[src/hw/rtl/iir3_pkg.sv]
// Shared widths, constants and register codes for the third-order IIR filter.
package iir3_pkg;

   localparam int SAMPLE_BITS    = 16;
   localparam int COEF_BITS      = 24;
   localparam int COEF_FRAC_BITS = 20;
   localparam int NUM_COEFS      = 7;
   localparam int ORDER          = 3;
   localparam int CSR_INDEX_BITS = $clog2(NUM_COEFS + 1);

   // Full-precision product and the sum of all seven products
   localparam int PROD_BITS  = SAMPLE_BITS + COEF_BITS;
   localparam int ACC_BITS   = PROD_BITS + $clog2(NUM_COEFS);
   localparam int QUOT_BITS  = ACC_BITS - COEF_FRAC_BITS;

   localparam int SAMPLE_MAX = (1 << (SAMPLE_BITS - 1)) - 1;
   localparam int SAMPLE_MIN = -(1 << (SAMPLE_BITS - 1));

   localparam logic signed [COEF_BITS-1:0] COEF_UNITY = COEF_BITS'(1 << COEF_FRAC_BITS);

   typedef enum logic [CSR_INDEX_BITS-1:0] {
      COEF_INPUT_NOW    = CSR_INDEX_BITS'(0),
      COEF_INPUT_PREV1  = CSR_INDEX_BITS'(1),
      COEF_INPUT_PREV2  = CSR_INDEX_BITS'(2),
      COEF_INPUT_PREV3  = CSR_INDEX_BITS'(3),
      COEF_OUTPUT_PREV1 = CSR_INDEX_BITS'(4),
      COEF_OUTPUT_PREV2 = CSR_INDEX_BITS'(5),
      COEF_OUTPUT_PREV3 = CSR_INDEX_BITS'(6)
   } coef_index_type;

   typedef logic signed [SAMPLE_BITS-1:0] sample_type;
   typedef logic signed [COEF_BITS-1:0]   coef_type;
   typedef logic signed [PROD_BITS-1:0]   prod_type;

endpackage

[src/hw/rtl/iir3_tap_cell.sv]
// One delay tap of the filter: holds a past sample and weights it by its coefficient.
module iir3_tap_cell (
   input  logic                 clock,
   input  logic                 reset,
   input  logic                 advance,
   input  iir3_pkg::sample_type tap_in,
   input  iir3_pkg::coef_type   coef,
   output iir3_pkg::sample_type tap_out,
   output iir3_pkg::prod_type   product
);

   iir3_pkg::sample_type tap_ff;
   iir3_pkg::sample_type tap_next_in;

   assign tap_next_in = advance ? tap_in : tap_ff;

   always_ff @(posedge clock) begin
      if (reset) begin
         tap_ff <= '0;
      end else begin
         tap_ff <= tap_next_in;
      end
   end

   assign tap_out = tap_ff;
   assign product = iir3_pkg::PROD_BITS'(tap_ff) * iir3_pkg::PROD_BITS'(coef);

endmodule

[config.mk]
export PLATFORM = sky130hd
export DESIGN_NAME = iir3_tap_cell
export DESIGN_NICKNAME = d
export VERILOG_FILES = /design/src/hw/rtl/iir3_pkg.sv /design/src/hw/rtl/iir3_tap_cell.sv
export SDC_FILE = /design/constraint.sdc
export NUM_CORES = 1
export LEC_CHECK = 0
export ABC_AREA = 1
export BUFFER_PORTS_ARGS = -buffer_cell sky130_fd_sc_hd__buf_2
export CAP_MARGIN = 20
export CORE_ASPECT_RATIO = 1.25
export CORE_MARGIN = 10
export CORE_UTILIZATION = 55
export CTS_BUF_LIST = sky130_fd_sc_hd__clkbuf_8
export CTS_CLUSTER_DIAMETER = 30
export DETAILED_ROUTE_END_ITERATION = 12
export GPL_ROUTABILITY_DRIVEN = 0
export MAX_ROUTING_LAYER = met4
export PLACE_DENSITY_LB_ADDON = 0.25
export SYNTH_ARGS = -nofsm -noshare
export SYNTH_HDL_FRONTEND = slang
export SYNTH_SLANG_ARGS = --single-unit
[constraint.sdc]
create_clock -name clock -period 7.4 [get_ports clock]
set_input_delay 0.74 -clock clock [delete_from_list [all_inputs] [get_ports clock]]
set_output_delay 0.74 -clock clock [all_outputs]
set_load 0.02 [all_outputs]
After elaboration in Yosys (flattened, before gate mapping)
Cells that the tools add are included.
{"block": "word_totals", "register_bits": 16, "inputBits": 43, "output_inout_bits": 56, "wordCells": 2}
{"block": "op_classes", "n_mul": 1}
{"cell": "multiplier 16 x 24 -> 40 bit", "count": 1}

Longest topological paths before layout
{"block": "depth", "word_depth": 1, "depth_mapped": 29, "ltp_nobuf": 27}

Least setup slack after synthesis
No wires, ideal clock.
{"block": "synth_path", "path_type": "input-to-output", "start": "input coef[13]", "end": "output product[27]", "arrival_time_ns": 5.863, "t_required_ns": 6.660, "path_slack_ns": 0.797, "path_stages": 22, "cell_sequence": "clkbuf_1 clkbuf_1 nand2_1 fa_1 inv_1 fa_1 inv_1 fa_1 inv_1 fa_1 fa_1 inv_1 fa_1 inv_1 ha_1 nand2_1 inv_1 a21oi_1 nor2_1 o21ai_1 nand3_1 xor2_1"}
{"block": "synth_via", "elab_chain_len": 1}
{"item": "start, declared", "line_no": "iir3_tap_cell.sv:7", "text": "input iir3_pkg::coef_type coef,"}
{"item": "multiplier 16 x 24 -> 40 bit", "line_no": "iir3_tap_cell.sv:26", "text": "assign product = iir3_pkg::PROD_BITS'(tap_ff) * iir3_pkg::PROD_BITS'(coef);"}
{"item": "end, declared", "line_no": "iir3_tap_cell.sv:9", "text": "output iir3_pkg::prod_type product"}
No other way between the ends.

Worst setup path in the final report
{"block": "layout_path", "start": "register tap_ff[15], in the netlist tap_out[15]", "end": "output product[22]"}
{"block": "layout_via", "elab_chain_len": 1}
{"item": "start, declared", "line_no": "iir3_tap_cell.sv:12", "text": "iir3_pkg::sample_type tap_ff;"}
{"item": "start signal, assigned", "line_no": "iir3_tap_cell.sv:21", "text": "tap_ff <= tap_next_in;"}
{"item": "multiplier 16 x 24 -> 40 bit", "line_no": "iir3_tap_cell.sv:26"}
No other way between the ends.

==> impl_metrics.csv <==
group,metric,value,unit
global_route,grt_max_degree,27,
sta,finalWorstSetupSlack,303,ps
worst_hold_path,whs_path_depth,2,
setup_path,worstPathCellList,"inv_1 > nor2_1 > fa_1 > fa_1 > fa_1 > fa_1 > fa_1 > inv_1 > fa_1 > inv_1 > ha_1 > nand2_1 > nor2_1 > nand2_1 > nor2_1 > nand2_1 > nand3_1 > xor2_1 > buf_2",
place,preCtsSetupSlack,232,ps
clocking,hold_buffers,0,
floorplanning,die_w,171,um
synthesis,yosys_most_used_dff,"dfxtp_1",
setup_path,crit_type,"register to primary output",
setup_path,rrSetupSlack,6040,ps
power,leakagePower,10.3,nW
drt,drt_first_pass_iters,5,
cells_and_area,drive_above_1_share,7.13,%
clocking,clock_latency,250,ps
sta,fin_crit,7100,ps
place,dp_hpwl,36.0,mm
clocking,cts_max_level,1,
cells_and_area,instances_no_fill,2557,
setup_path,cp_data_required_time,6660,ps
worst_hold_path,hold_class,"register to register",
drt,vias,13018,
setup_path,start_kind,"register",
floorplanning,dieArea,0.0358,mm2
place,portBuffers,98,
sta,fin_skew,0,ps
clocking,cts_tree,"yes",
sta,rsz0062_at_grt,"no",
power,power_density,294,mW/mm2
synthesis,netlist.top_cell.by_area,"fa_1",
drt,drc,0,
place,dp_cells,2552,
sta,hold_viol,0,
synthesis,synth_edf_count,0,
setup_path,ff2ff_path_depth,2,
floorplanning,die_h,209,um
floorplanning,top_level_ports,99,
synthesis,synth.most_common_cell,"inv_1",
synthesis,synth_compound_area_share,1.83,%
sta,finalCritPeriodShare,95.9,%
worst_hold_path,min_to,"tap_out[1]$_SDFFE_PP0P_",
setup_path,endpoint_kind,"primary output",
global_route,grt_pass1_wl,68.8,mm
global_route,globalRouteOverflowTotal,0,
synthesis,synthMuxAreaShare,0,%
setup_path,timing.rr.start,"tap_out[15]$_SDFFE_PP0P_",
clocking,cts_setup_buffers,0,
power,peakVddDrop,0.000489,V
floorplanning,rows,69,
synthesis,synth_warnings,0,
synthesis,avgSynthCellArea,7.26,um2
sta,tns,0,ps
synthesis,synth.cells.most_frequent,"682 x inv_1, 647 x nand2_1, 374 x fa_1",
synthesis,synth-adder-area-share,55.4,%
drt,drt_iter0_drc,890,
sta,tightest_slew,1030,ps
synthesis,synth-simple-area-share,20.9,%
sta,setup_viol,0,
synthesis,syn_area,0.0157,mm2
synthesis,synth_top_cell_area_share,47.6,%
drt,wl,40.7,mm
worst_hold_path,worstHoldStart,"tap_out[1]$_SDFFE_PP0P_",
floorplanning,start_util,55.6,%
synthesis,syn_nets,2682,
drt,drtAntennaViolNets,0,
synthesis,ys_seq_elements,16,
sta,slew_headroom,31.0,%
synthesis,synth-async-reset-ratio,0,%
cells_and_area,largest_reg_flops,16,
synthesis,synthTopCellsByArea,"fa_1 48%, inv_1 16%, nand2_1 15%",
status,status,"finished clean",
sta,fmax,141,MHz
clocking,cts_buffer_depth,2,
flow_run,drv_cap,0,
synthesis,seq_area_frac_synth,2.03,%
synthesis,synth_cells,2167,
floorplanning,core_area,0.0283,mm2
setup_path,path_common_cell,"fa_1",
global_route,grtUsageTotal,24.4,%
setup_path,timing.rr.end,"tap_out[15]$_SDFFE_PP0P_",
clocking,clock_sinks,16,
synthesis,synth-xor-area-share,1.34,%
clocking,root_buffer,"clkbuf_8",
clocking,clk_pin_slew,60,ps
setup_path,path_max_fanout,26,
setup_path,crit_path_top_delay_cell,"inv_1",
global_route,first_global_vias,13797,
global_route,antenna_found_initial,1,
cells_and_area,fin_nets,2717,
clocking,cts_made_buffers,3,
sta,slew_violations,0,
drt,wl_per_cell,15.9,um
synthesis,synth_top_family_by_area,"adder cells",
setup_path,crit_family,"adder cells",
setup_path,max_stage_delay,740,ps
drt,vias_per_cell,5.09,
cells_and_area,area_growth,5.33,%
setup_path,cp.arrival,6360,ps
synthesis,synth_cell_types,30,
setup_path,cp.buffers_inverters,4,
==> cell usage in the layout (no fill, tap or decap) <==
master / synthesis / final
nor2_1: 81 / 81
xnor2_1: 1 / 1
nor3_1: 5 / 5
dfxtp_1: 16 / 14
clkinv_1: 1 / 1
xor2_1: 23 / 23
buf_4: 0 / 26
inv_1: 682 / 682
o21ai_0: 2 / 2
nand2_1: 647 / 647
nand2_2: 6 / 6
inv_2: 2 / 2
or2_2: 6 / 6
o21ai_1: 2 / 2
ha_1: 98 / 98
nand4_1: 9 / 9
nand2b_1: 1 / 1
nand3b_1: 2 / 2
clkbuf_8: 0 / 4
a21oi_1: 40 / 40
diode_2: 0 / 1
nor3b_2: 1 / 1
fa_2: 0 / 1
a211oi_1: 1 / 1
dfxtp_2: 0 / 2
nand3_2: 1 / 1
or2_1: 1 / 1
fa_1: 374 / 373
o21a_1: 1 / 1
buf_2: 0 / 98
nor2_2: 5 / 5
nor3_2: 5 / 5
nand3_1: 53 / 53
o21bai_1: 7 / 7
==> stage by stage <==
step	hold slack (ps)	util, %	power, mW	instance area (um2)
final	659	58.6	4.87	16600
after global routing	686	58.6	5.40	16600
after CTS	726	58.5	4.89	16600
after detailed placement	716	58.3	4.77	16500
after global placement	715	58.3	4.75	16500
after floorplan	626	-	3.30	15700
==> final cells by class <==
type / count / area, um2
inverters: 685 / 2570
clock buffers: 4 / 55.1
repair buffers: 124 / 686
diodes: 1 / 2.50
fillers: 2661 / 11700
flip-flops and latches: 16 / 323
multi-input cells: 1372 / 12500
well taps: 355 / 444
==> per-layer routing <==
metal / track usage [%] / share of wire, %
met2: 42.5 / 52
met5: - / 0
met1: 29.5 / 39
met4: 7.36 / 3.3
met3: 1.92 / 5.3
==> worst min-delay path: stages (launching register included) <==
cell and delay, ps:
dfxtp_2 440, nand2_1 110, a21oi_1 60
==> worst max-delay path by stage <==
stage | end | cells after the start | slack, ps | startpoint
CTS | product[39] | 22 | 190 | coef[23]
floorplan | product[27] | 22 | 800 | coef[13]
detailed placement | product[39] | 22 | 230 | coef[23]
global placement | product[39] | 22 | 370 | coef[23]
finish | product[22] | 19 | 300 | tap_out[15]$_SDFFE_PP0P_
global route | product[39] | 22 | 10 | coef[23]
==> cell families (layout without fill, tap and decap cells) <==
family / Yosys count / count (layout)
xor gates and xnor gates: 24 / 24
adders and majority gates: 472 / 472
and+or+nand+nor: 823 / 823
other: 0 / 1
DFF: 16 / 16
buffers and inverters: 779 / 813
AOI/OAI and AO/OA: 53 / 53
==> where the power goes <==
part           switching, mW  total (mW)  internal [mW]  leakage, nW
clock network         0.0305      0.0778         0.0472       0.0288
registers             0.0190       0.110         0.0911        0.133
logic                   3.12        4.69           1.57         10.1
total                   3.17        4.87           1.70         10.3
==> timing repair <==
item	in CTS	in global routing
hold endpoints to repair	0	0
setup endpoints to repair	0	3
resized for setup	0	3
Note: power is estimated with default switching activity, not from simulation.
