## config.mk

```make
export PLATFORM = sky130hd
export DESIGN_NAME = iir3_accum
export DESIGN_NICKNAME = d
export VERILOG_FILES = /design/src/hw/rtl/iir3_pkg.sv /design/src/hw/rtl/iir3_accum.sv
export SDC_FILE = /design/constraint.sdc
export NUM_CORES = 1
export LEC_CHECK = 0
export BUFFER_PORTS_ARGS = -buffer_cell sky130_fd_sc_hd__buf_2
export CORE_MARGIN = 4
export CORE_UTILIZATION = 54
export DETAILED_ROUTE_END_ITERATION = 6
export PLACE_DENSITY = 0.85
export SLEW_MARGIN = 20
export SYNTH_ARGS = -nofsm -noshare
export SYNTH_HDL_FRONTEND = slang
export SYNTH_SLANG_ARGS = --single-unit
```

## constraint.sdc

```tcl
create_clock -name vclk -period 10.8
set_input_delay 2.16 -clock vclk [all_inputs]
set_output_delay 2.16 -clock vclk [all_outputs]
set_load 0.01 [all_outputs]
```

## src/hw/rtl/iir3_pkg.sv

```systemverilog
// Shared widths, constants and register codes for the third-order IIR filter.
package iir3_pkg;

   localparam int SAMPLE_BITS    = 16;
   localparam int COEF_BITS      = 24;
   localparam int COEF_FRAC_BITS = 20;
   localparam int NUM_COEFS      = 7;
   localparam int ORDER          = 3;
   localparam int CSR_INDEX_BITS = $clog2(NUM_COEFS + 1);

   // Full-precision product and the sum of all seven products
   localparam int PROD_BITS  = SAMPLE_BITS + COEF_BITS;
   localparam int ACC_BITS   = PROD_BITS + $clog2(NUM_COEFS);
   localparam int QUOT_BITS  = ACC_BITS - COEF_FRAC_BITS;

   localparam int SAMPLE_MAX = (1 << (SAMPLE_BITS - 1)) - 1;
   localparam int SAMPLE_MIN = -(1 << (SAMPLE_BITS - 1));

   localparam logic signed [COEF_BITS-1:0] COEF_UNITY = COEF_BITS'(1 << COEF_FRAC_BITS);

   typedef enum logic [CSR_INDEX_BITS-1:0] {
      COEF_INPUT_NOW    = CSR_INDEX_BITS'(0),
      COEF_INPUT_PREV1  = CSR_INDEX_BITS'(1),
      COEF_INPUT_PREV2  = CSR_INDEX_BITS'(2),
      COEF_INPUT_PREV3  = CSR_INDEX_BITS'(3),
      COEF_OUTPUT_PREV1 = CSR_INDEX_BITS'(4),
      COEF_OUTPUT_PREV2 = CSR_INDEX_BITS'(5),
      COEF_OUTPUT_PREV3 = CSR_INDEX_BITS'(6)
   } coef_index_type;

   typedef logic signed [SAMPLE_BITS-1:0] sample_type;
   typedef logic signed [COEF_BITS-1:0]   coef_type;
   typedef logic signed [PROD_BITS-1:0]   prod_type;

endpackage

```

## src/hw/rtl/iir3_accum.sv

```systemverilog
// Feed-forward minus feedback, rounded to nearest, saturated to sample width.
module iir3_accum (
   input  iir3_pkg::prod_type   ff_product [iir3_pkg::ORDER+1],
   input  iir3_pkg::prod_type   fb_product [iir3_pkg::ORDER],
   output iir3_pkg::sample_type sample,
   output logic                 clipped
);

   logic signed [iir3_pkg::ACC_BITS-1:0]  acc;
   logic signed [iir3_pkg::ACC_BITS-1:0]  rounded;
   logic signed [iir3_pkg::QUOT_BITS-1:0] quot;
   logic                                  over;
   logic                                  under;

   always_comb begin
      acc = '0;
      for (int i = 0; i <= iir3_pkg::ORDER; i++) begin
         acc = acc + iir3_pkg::ACC_BITS'(ff_product[i]);
      end
      for (int i = 0; i < iir3_pkg::ORDER; i++) begin
         acc = acc - iir3_pkg::ACC_BITS'(fb_product[i]);
      end
   end

   // Add half an LSB, then floor shift: ties go toward plus infinity
   assign rounded = acc + iir3_pkg::ACC_BITS'(1 << (iir3_pkg::COEF_FRAC_BITS - 1));
   assign quot    = iir3_pkg::QUOT_BITS'(rounded >>> iir3_pkg::COEF_FRAC_BITS);

   assign over  = quot > iir3_pkg::QUOT_BITS'(iir3_pkg::SAMPLE_MAX);
   assign under = quot < iir3_pkg::QUOT_BITS'(iir3_pkg::SAMPLE_MIN);

   always_comb begin
      if (over) begin
         sample = iir3_pkg::SAMPLE_BITS'(iir3_pkg::SAMPLE_MAX);
      end else if (under) begin
         sample = iir3_pkg::SAMPLE_BITS'(iir3_pkg::SAMPLE_MIN);
      end else begin
         sample = quot[iir3_pkg::SAMPLE_BITS-1:0];
      end
   end

   assign clipped = over | under;

endmodule

```

After elaboration in Yosys (flattened, before gate mapping)
Index checks and enable logic that the tools add are counted.
{"block": "totals", "out_inout_bits": 17, "regBits": 0, "wordCells": 12, "in_bits": 280}
{"block": "classes", "mux": 2, "bitwise": 1, "addsub": 7, "order_cmp": 2}
{"operator": "$sub A43 B40 Y43", "count": 3}
{"operator": "$add A42 B40 Y43", "count": 1}
{"operator": "$add A43 B21 Y43 const B", "count": 1}
{"operator": "$add A41 B40 Y42", "count": 1}
{"operator": "$add A40 B40 Y41", "count": 1}
{"operator": "$mux W16", "count": 2}
{"operator": "$gt A23 B16 Y1 const B", "count": 1}
{"operator": "$lt A23 B16 Y1 const B", "count": 1}
{"operator": "$or A1 B1 Y1", "count": 1}

Longest topological paths before layout
Gate-level depths: netlist of the first run.
{"block": "depth", "depth_word": 10, "mapped_depth": 20, "mapped_depth_nobuf": 19}

Worst setup path after synthesis of the first run
Ideal clock, no wire load.
{"block": "synth_timing", "kind": "input to output", "startpoint": "in ff_product[21] (netlist name)", "endpoint": "out sample[10]", "slack_ns": 1.820, "t_arrival_ns": 6.820, "cell_stages": 20, "n_path_buf": 2, "cell_sequence": "inv_1 fa_1 inv_1 fa_1 fa_1 inv_1 fa_1 inv_1 ha_1 buf_4 nand4_1 nor4_2 a31oi_1 o211ai_2 a2111oi_2 nor2_1 xor2_2 o41ai_4 buf_6 o21ai_2"}
{"block": "synth_between", "elab_chain_len": 8, "elab_cells_between_ends": 9, "cone_classes": "add/sub (5); order compare (2); mux (2)"}
{"element": "start, declared", "line": "iir3_accum.sv:3", "rtl": "input iir3_pkg::prod_type ff_product [iir3_pkg::ORDER+1],"}
{"element": "$add A42 B40 Y43 *", "line": "iir3_accum.sv:18", "rtl": "acc = acc + iir3_pkg::ACC_BITS'(ff_product[i]);"}
{"element": "$sub A43 B40 Y43 * (3 in series)", "line": "iir3_accum.sv:21", "rtl": "acc = acc - iir3_pkg::ACC_BITS'(fb_product[i]);"}
{"element": "$add A43 B21 Y43 *", "line": "iir3_accum.sv:26", "rtl": "assign rounded = acc + iir3_pkg::ACC_BITS'(1 << (iir3_pkg::COEF_FRAC_BITS - 1));"}
{"element": "$lt A23 B16 Y1", "line": "iir3_accum.sv:30", "rtl": "assign under = quot < iir3_pkg::QUOT_BITS'(iir3_pkg::SAMPLE_MIN);"}
{"element": "$mux W16", "line": "iir3_accum.sv:35", "rtl": "end else if (under) begin"}
{"element": "$mux W16 *", "line": "iir3_accum.sv:33", "rtl": "if (over) begin"}
{"element": "end, declared", "line": "iir3_accum.sv:5", "rtl": "output iir3_pkg::sample_type sample,"}
Mark *: on every way between the ends. The rest lies on a longest branch, timed or not.

Worst setup path after layout of the first run
{"block": "layout_timing", "startpoint": "in ff_product[25] (netlist name)", "endpoint": "out sample[1]"}
Same word-level chain as after synthesis.

==> impl_results.md, run 1 <==
- Status: finished clean
- Multi-input gate area: 6840 um2
- Commonest non-fill, non-tap cells in the layout: inv_1, buf_2, fa_1
- Setup WS pre-CTS: 886.5 ps
- Hold Vio Cnt, Final: 0
- Critical path peak fanout: 10
- Register area share after synthesis: 0%
- Die area: 18190 um2
- Vias: 7136
- Total core area: 15830 um2
- Final hold slack: 5360 ps
- Net Count, Synth: 1583
- Layout clock buffer count: 0
- Post-DRT Antenna Nets: 0
- DRC errors left: 0
- RSZ-0062 raised after global routing: false
- Maxcap violations: 0
- FILL cells: 1288
- Minimum clock period: 9844 ps
- Seq_cells: 0
- Required time of the worst setup path: 8640 ps
- CP peak stage delay: 550 ps
- Synth area leaders: fa_1, inv_1, ha_1, a21oi_1, nand2_1
- Starting density of the core: 54.90%
- Final TNS setup: 0 ps
- Area growth from synthesis to layout: 18.76%
- Crit path DAT: 7680 ps
- Number of port buffers: 297
- Ant. Diodes: 0
- Critical path type: input pin to primary output
- DR WL/cell: 12.24 um
- Final Cycle Share: 91.15%
- Largest net degree at the start of global routing: 16
- Post-synth top area cell: fa_1
- Ratio of cells with drive above 1 in the final layout: 25.52%
- Cells after Synth: 1020
- Critical Path, Cell by Cell: buf_2 -> inv_1 -> fa_1 -> inv_1 -> fa_1 -> fa_1 -> inv_1 -> fa_1 -> inv_1 -> ha_1 -> a21oi_1 -> nand2_1 -> o211ai_1 -> nand2_1 -> o31ai_1 -> xnor2_1 -> nand4_1 -> o41ai_4 -> buf_4 -> o21ai_1 -> buf_2
- Final Max Tran Viols: 0
- Gpl congestion: 0.9069
- Area after DPL: 10320 um2
- Area fraction of the dominant cell type after synthesis: 46.08%
- Router iterations before antenna repair: 5
- Die H: 134.9 um
- Fin nets: 1870
- Cell area after synthesis: 8690 um2
- Critical Path Sink Type: primary output
- Worst slew margin: 52.87%
- First-pass GRT wire length: 31680 um
- Total global routing overflow: 0
- CTS Hold Bufs: 0
- Crit path from: ff_product[25]
- Netlist cell types: 65
- Post-Route WL: 18620 um
- Final HPWL DP: 18050 um
- Post_cts resized: 0
- Starting DRC count in detailed routing: 268
- Ports: 297
- Post-route cell area: 10320 um2
- Hold Crit Class: input pin to primary output
- Setup WS post-layout: 956.1 ps
- Number of vias per cell: 4.692
- Worst-margin pin slew: 699.6 ps
- Synthesized area per cell: 8.519 um2
- Most common cell after layout, fill and taps aside: inv_1
- Endpoints failing setup: 0
- Highest-delay cell along the critical path: fa_1
- Worst Setup Start Kind: input pin
- GRT Overall Usage: 20.64%
- Setup Buffers After CTS: 0
- Seq. cell area: 0 um2
- Std cell rows: 46
- Fmax: 101.6 MHz
- Antenna violations before repair: 1
- Setup crit end: sample[1]
- Number of global-route vias before repair: 7600
- Yosys warnings: 0
- Die width: 134.9 um
[synth_stat cells (2+ instances only)]
cell / n
inv_1: 457
nand4_1: 8
and2_1: 4
nand2b_1: 2
a21o_1: 7
o31ai_1: 4
o41ai_4: 2
nor2_1: 17
o21bai_1: 4
nor3_1: 4
xnor2_1: 11
a211oi_1: 3
a21oi_1: 47
buf_6: 7
ha_1: 83
nand2_1: 37
o211ai_1: 6
xor2_1: 10
nand3_1: 10
o22ai_2: 2
a31oi_1: 3
a221oi_1: 2
nand4b_1: 2
mux2i_1: 2
o21ai_0: 17
o21ai_1: 11
o22ai_1: 2
o21a_1: 3
buf_4: 2
nor4_4: 2
o21ai_2: 11
a21boi_1: 2
nor4_2: 2
fa_1: 200
xor2_2: 3
nand2_2: 2
[kinds of logic after synthesis]
group | share of synthesized area [%]
mux | 0.3600
xor+xnor | 2.678
buf+inv | 21.28
compound gates | 11.43
simple gates | 6.220
fa+ha+maj | 58.03
[stage by stage]
stage / util (%) / instances
6_report: 65.20 / 1521
5_1_grt: 65.20 / 1521
3_3_place_gp: 65.20 / 1521
3_5_place_dp: 65.20 / 1521
2_1_floorplan: - / 1020
4_1_cts: 65.20 / 1521
[worst max-delay path: cells and delay by family]
family | cells | cell delay (ps)
adder cells (fa/ha/maj) | 5 | 2450
buffers and inverters | 7 | 720
XOR/XNOR | 1 | 270
AO/OA/AOI/OAI | 5 | 1600
AND/OR/NAND/NOR | 3 | 460
[final cells by class]
class / count / area share, %
inverter: 457 / 16.62
tap: 216 / 2.619
timing repair buffer: 298 / 14.48
multi-input combinational: 550 / 66.28
[worst min path at each step]
stage / startpoint / end / slack, ps / cells past startpoint
4_1_cts: ff_product[152] / sample[13] / 5360 / 7
6_report: ff_product[152] / sample[13] / 5360 / 7
5_1_grt: ff_product[152] / sample[13] / 5420 / 7
3_3_place_gp: ff_product[152] / sample[13] / 5350 / 7
2_1_floorplan: ff_product[152] / sample[13] / 5060 / 5
3_5_place_dp: ff_product[152] / sample[13] / 5350 / 7
[metal layers]
layer  wire length (um)  global-route usage (%)
met1               6931                   24.66
met2              10310                   41.83
met3               1219                   1.528
met4                154                   1.414
met5                  7                       0
Power of run 1 is not shown: default switching activity piles up to over one toggle a cycle in this logic, so the estimate is an artifact.
==> run 2: changes to the inputs <==
Settings changed: CAP_MARGIN set to 10, CORE_ASPECT_RATIO set to 1.75.
==> run 2 against run 1 <==
Against the previous run: via count is 1.6% higher; maximum frequency is 1.8% lower; core utilization is 0.41 points lower; die area is 0.43% higher.
==> impl_results.md, run 2 (synthesized netlist as in run 1, its figures left out) <==
- GRT Overall Usage: 22.00% (+1.4 points)
- Placed insts: 1494 (-1.8%)
- Highest Signal Layer: met5
- Final hold slack: 5384 ps (+24.01 ps)
- Hold Vio Cnt, Final: 0 (unchanged)
- Layout clock buffer count: 0 (unchanged)
- Critical path peak fanout: 9 (-1)
- DR WL/cell: 13.02 um (+6.4%)
- CP peak stage delay: 610 ps (+60 ps)
- Most common cell after layout, fill and taps aside: inv_1
- Met2 wire length: 11670 um (+13%)
- Critical path type: input pin to primary output
- Gpl congestion: 0.9046 (-0.25%)
- Setup Buffers After CTS: 0 (unchanged)
- Final HPWL DP: 18760 um (+3.9%)
- Std cell rows: 61 (+33%)
- Final Cycle Share: 92.78% (+1.6 points)
- Minimum clock period: 10020 ps (+176.2 ps)
- Crit path DAT: 7860 ps (+180 ps)
- RSZ-0062 raised after global routing: false
- Largest net degree at the start of global routing: 16 (unchanged)
- Endpoints failing setup: 0 (unchanged)
- Final TNS setup: 0 ps (unchanged)
- Post_cts resized: 0 (unchanged)
- Seq. cell area: 0 um2 (unchanged)
- Worst-margin pin slew: 737.2 ps (+37.56 ps)
- Antenna violations before repair: 1 (unchanged)
- Post-DRT Antenna Nets: 0 (unchanged)
- Die area: 18260 um2 (+0.43%)
- Final Max Tran Viols: 0 (unchanged)
- Worst slew margin: 50.34% (-2.5 points)
- Seq_cells: 0 (unchanged)
- Ant. Diodes: 0 (unchanged)
- Starting density of the core: 54.74% (-0.16 points)
- Required time of the worst setup path: 8640 ps (about the same)
- Fmax: 99.80 MHz (-1.8%)
- Area growth from synthesis to layout: 18.37%
- Worst hold start: ff_product[159]
- Hold Crit Class: input pin to primary output
- Post-Route WL: 19450 um (+4.5%)
- Number of port buffers: 297 (unchanged)
- Die width: 103.9 um (-23%)
- Total global routing overflow: 0 (unchanged)
- Number of global-route vias before repair: 8068 (+6.2%)
- Critical Path Sink Type: primary output
- Metal-1 WL: 6421 um (-7.4%)
- Ratio of cells with drive above 1 in the final layout: 25.52% (unchanged)
- Router iterations before antenna repair: 4 (-1)
- Number of vias per cell: 4.853 (+3.4%)
- Met3 wire len: 883 um (-28%)
- Highest-delay cell along the critical path: o41ai_4
- Hold path cells: 7 (unchanged)
- Die H: 175.8 um (+30%)
- Total core area: 15880 um2 (+0.30%)
- Worst Setup Start Kind: input pin
- CTS Hold Bufs: 0 (unchanged)
- Critical Path, Cell by Cell: buf_2 -> inv_1 -> fa_1 -> fa_1 -> fa_1 -> inv_1 -> fa_1 -> inv_1 -> ha_1 -> a21oi_1 -> nand2_1 -> o211ai_1 -> nand2_1 -> o31ai_1 -> xnor2_1 -> nand4_1 -> o41ai_4 -> buf_4 -> o21ai_1 -> buf_2
- Most common cell on crit path: fa_1
- Commonest non-fill, non-tap cells in the layout: inv_1, buf_2, fa_1
- Maxcap violations: 0 (unchanged)
- DRC errors left: 0 (unchanged)
- Fin nets: 1870 (unchanged)
- Status: finished clean
- Worst Hold Path EP: sample[15]
- Fin cells: 1494 (-1.8%)
- First-pass GRT wire length: 34020 um (+7.4%)
- Starting DRC count in detailed routing: 216 (-19%)
- Vias: 7251 (+1.6%)
- Ports: 297 (unchanged)
## run 2: cell counts in the layout (fill, tap and decap cells not counted)
Identical to the previous run, type by type.
## run 2: metrics by stage
step	area, um2	setup slack (ps)	util (%)
detailed placement	10290	723.6	64.79
floorplan	8690	1820	-
global route	10290	443.6	64.79
CTS	10290	713.4	64.79
finish	10290	779.9	64.79
global placement	10290	776.4	64.79
## run 2: critical path: cells and delay by family
family,cells,cell delay [ps]
xor+xnor,1,260
simple gates,3,480
fa+ha+maj,5,2510
compound gates,5,1740
buf+inv,6,710
## run 2: layout make-up
class                      instances  area, um2
timing repair buffer             298       1494
tap                              189      236.5
multi-input combinational        550       6840
fill                            1352       5589
inverter                         457       1715
## run 2: worst max-delay path by stage
| stage | to | from | depth (start not counted) |
|---|---|---|---|
| global route | sample[4] | ff_product[23] | 21 |
| floorplan | sample[10] | ff_product[21] | 20 |
| global placement | sample[3] | ff_product[25] | 21 |
| CTS | sample[4] | ff_product[23] | 21 |
| detailed placement | sample[4] | ff_product[23] | 21 |
| finish | sample[4] | fb_product[25] | 20 |
## run 2: metal layers
metal,up-vias,global-route usage [%]
met4,2,4.160
met5,-,0
met2,229,46.42
met1,3471,23.16
li1,3507,-
met3,42,1.912
Power of run 2 is left out for the same reason.
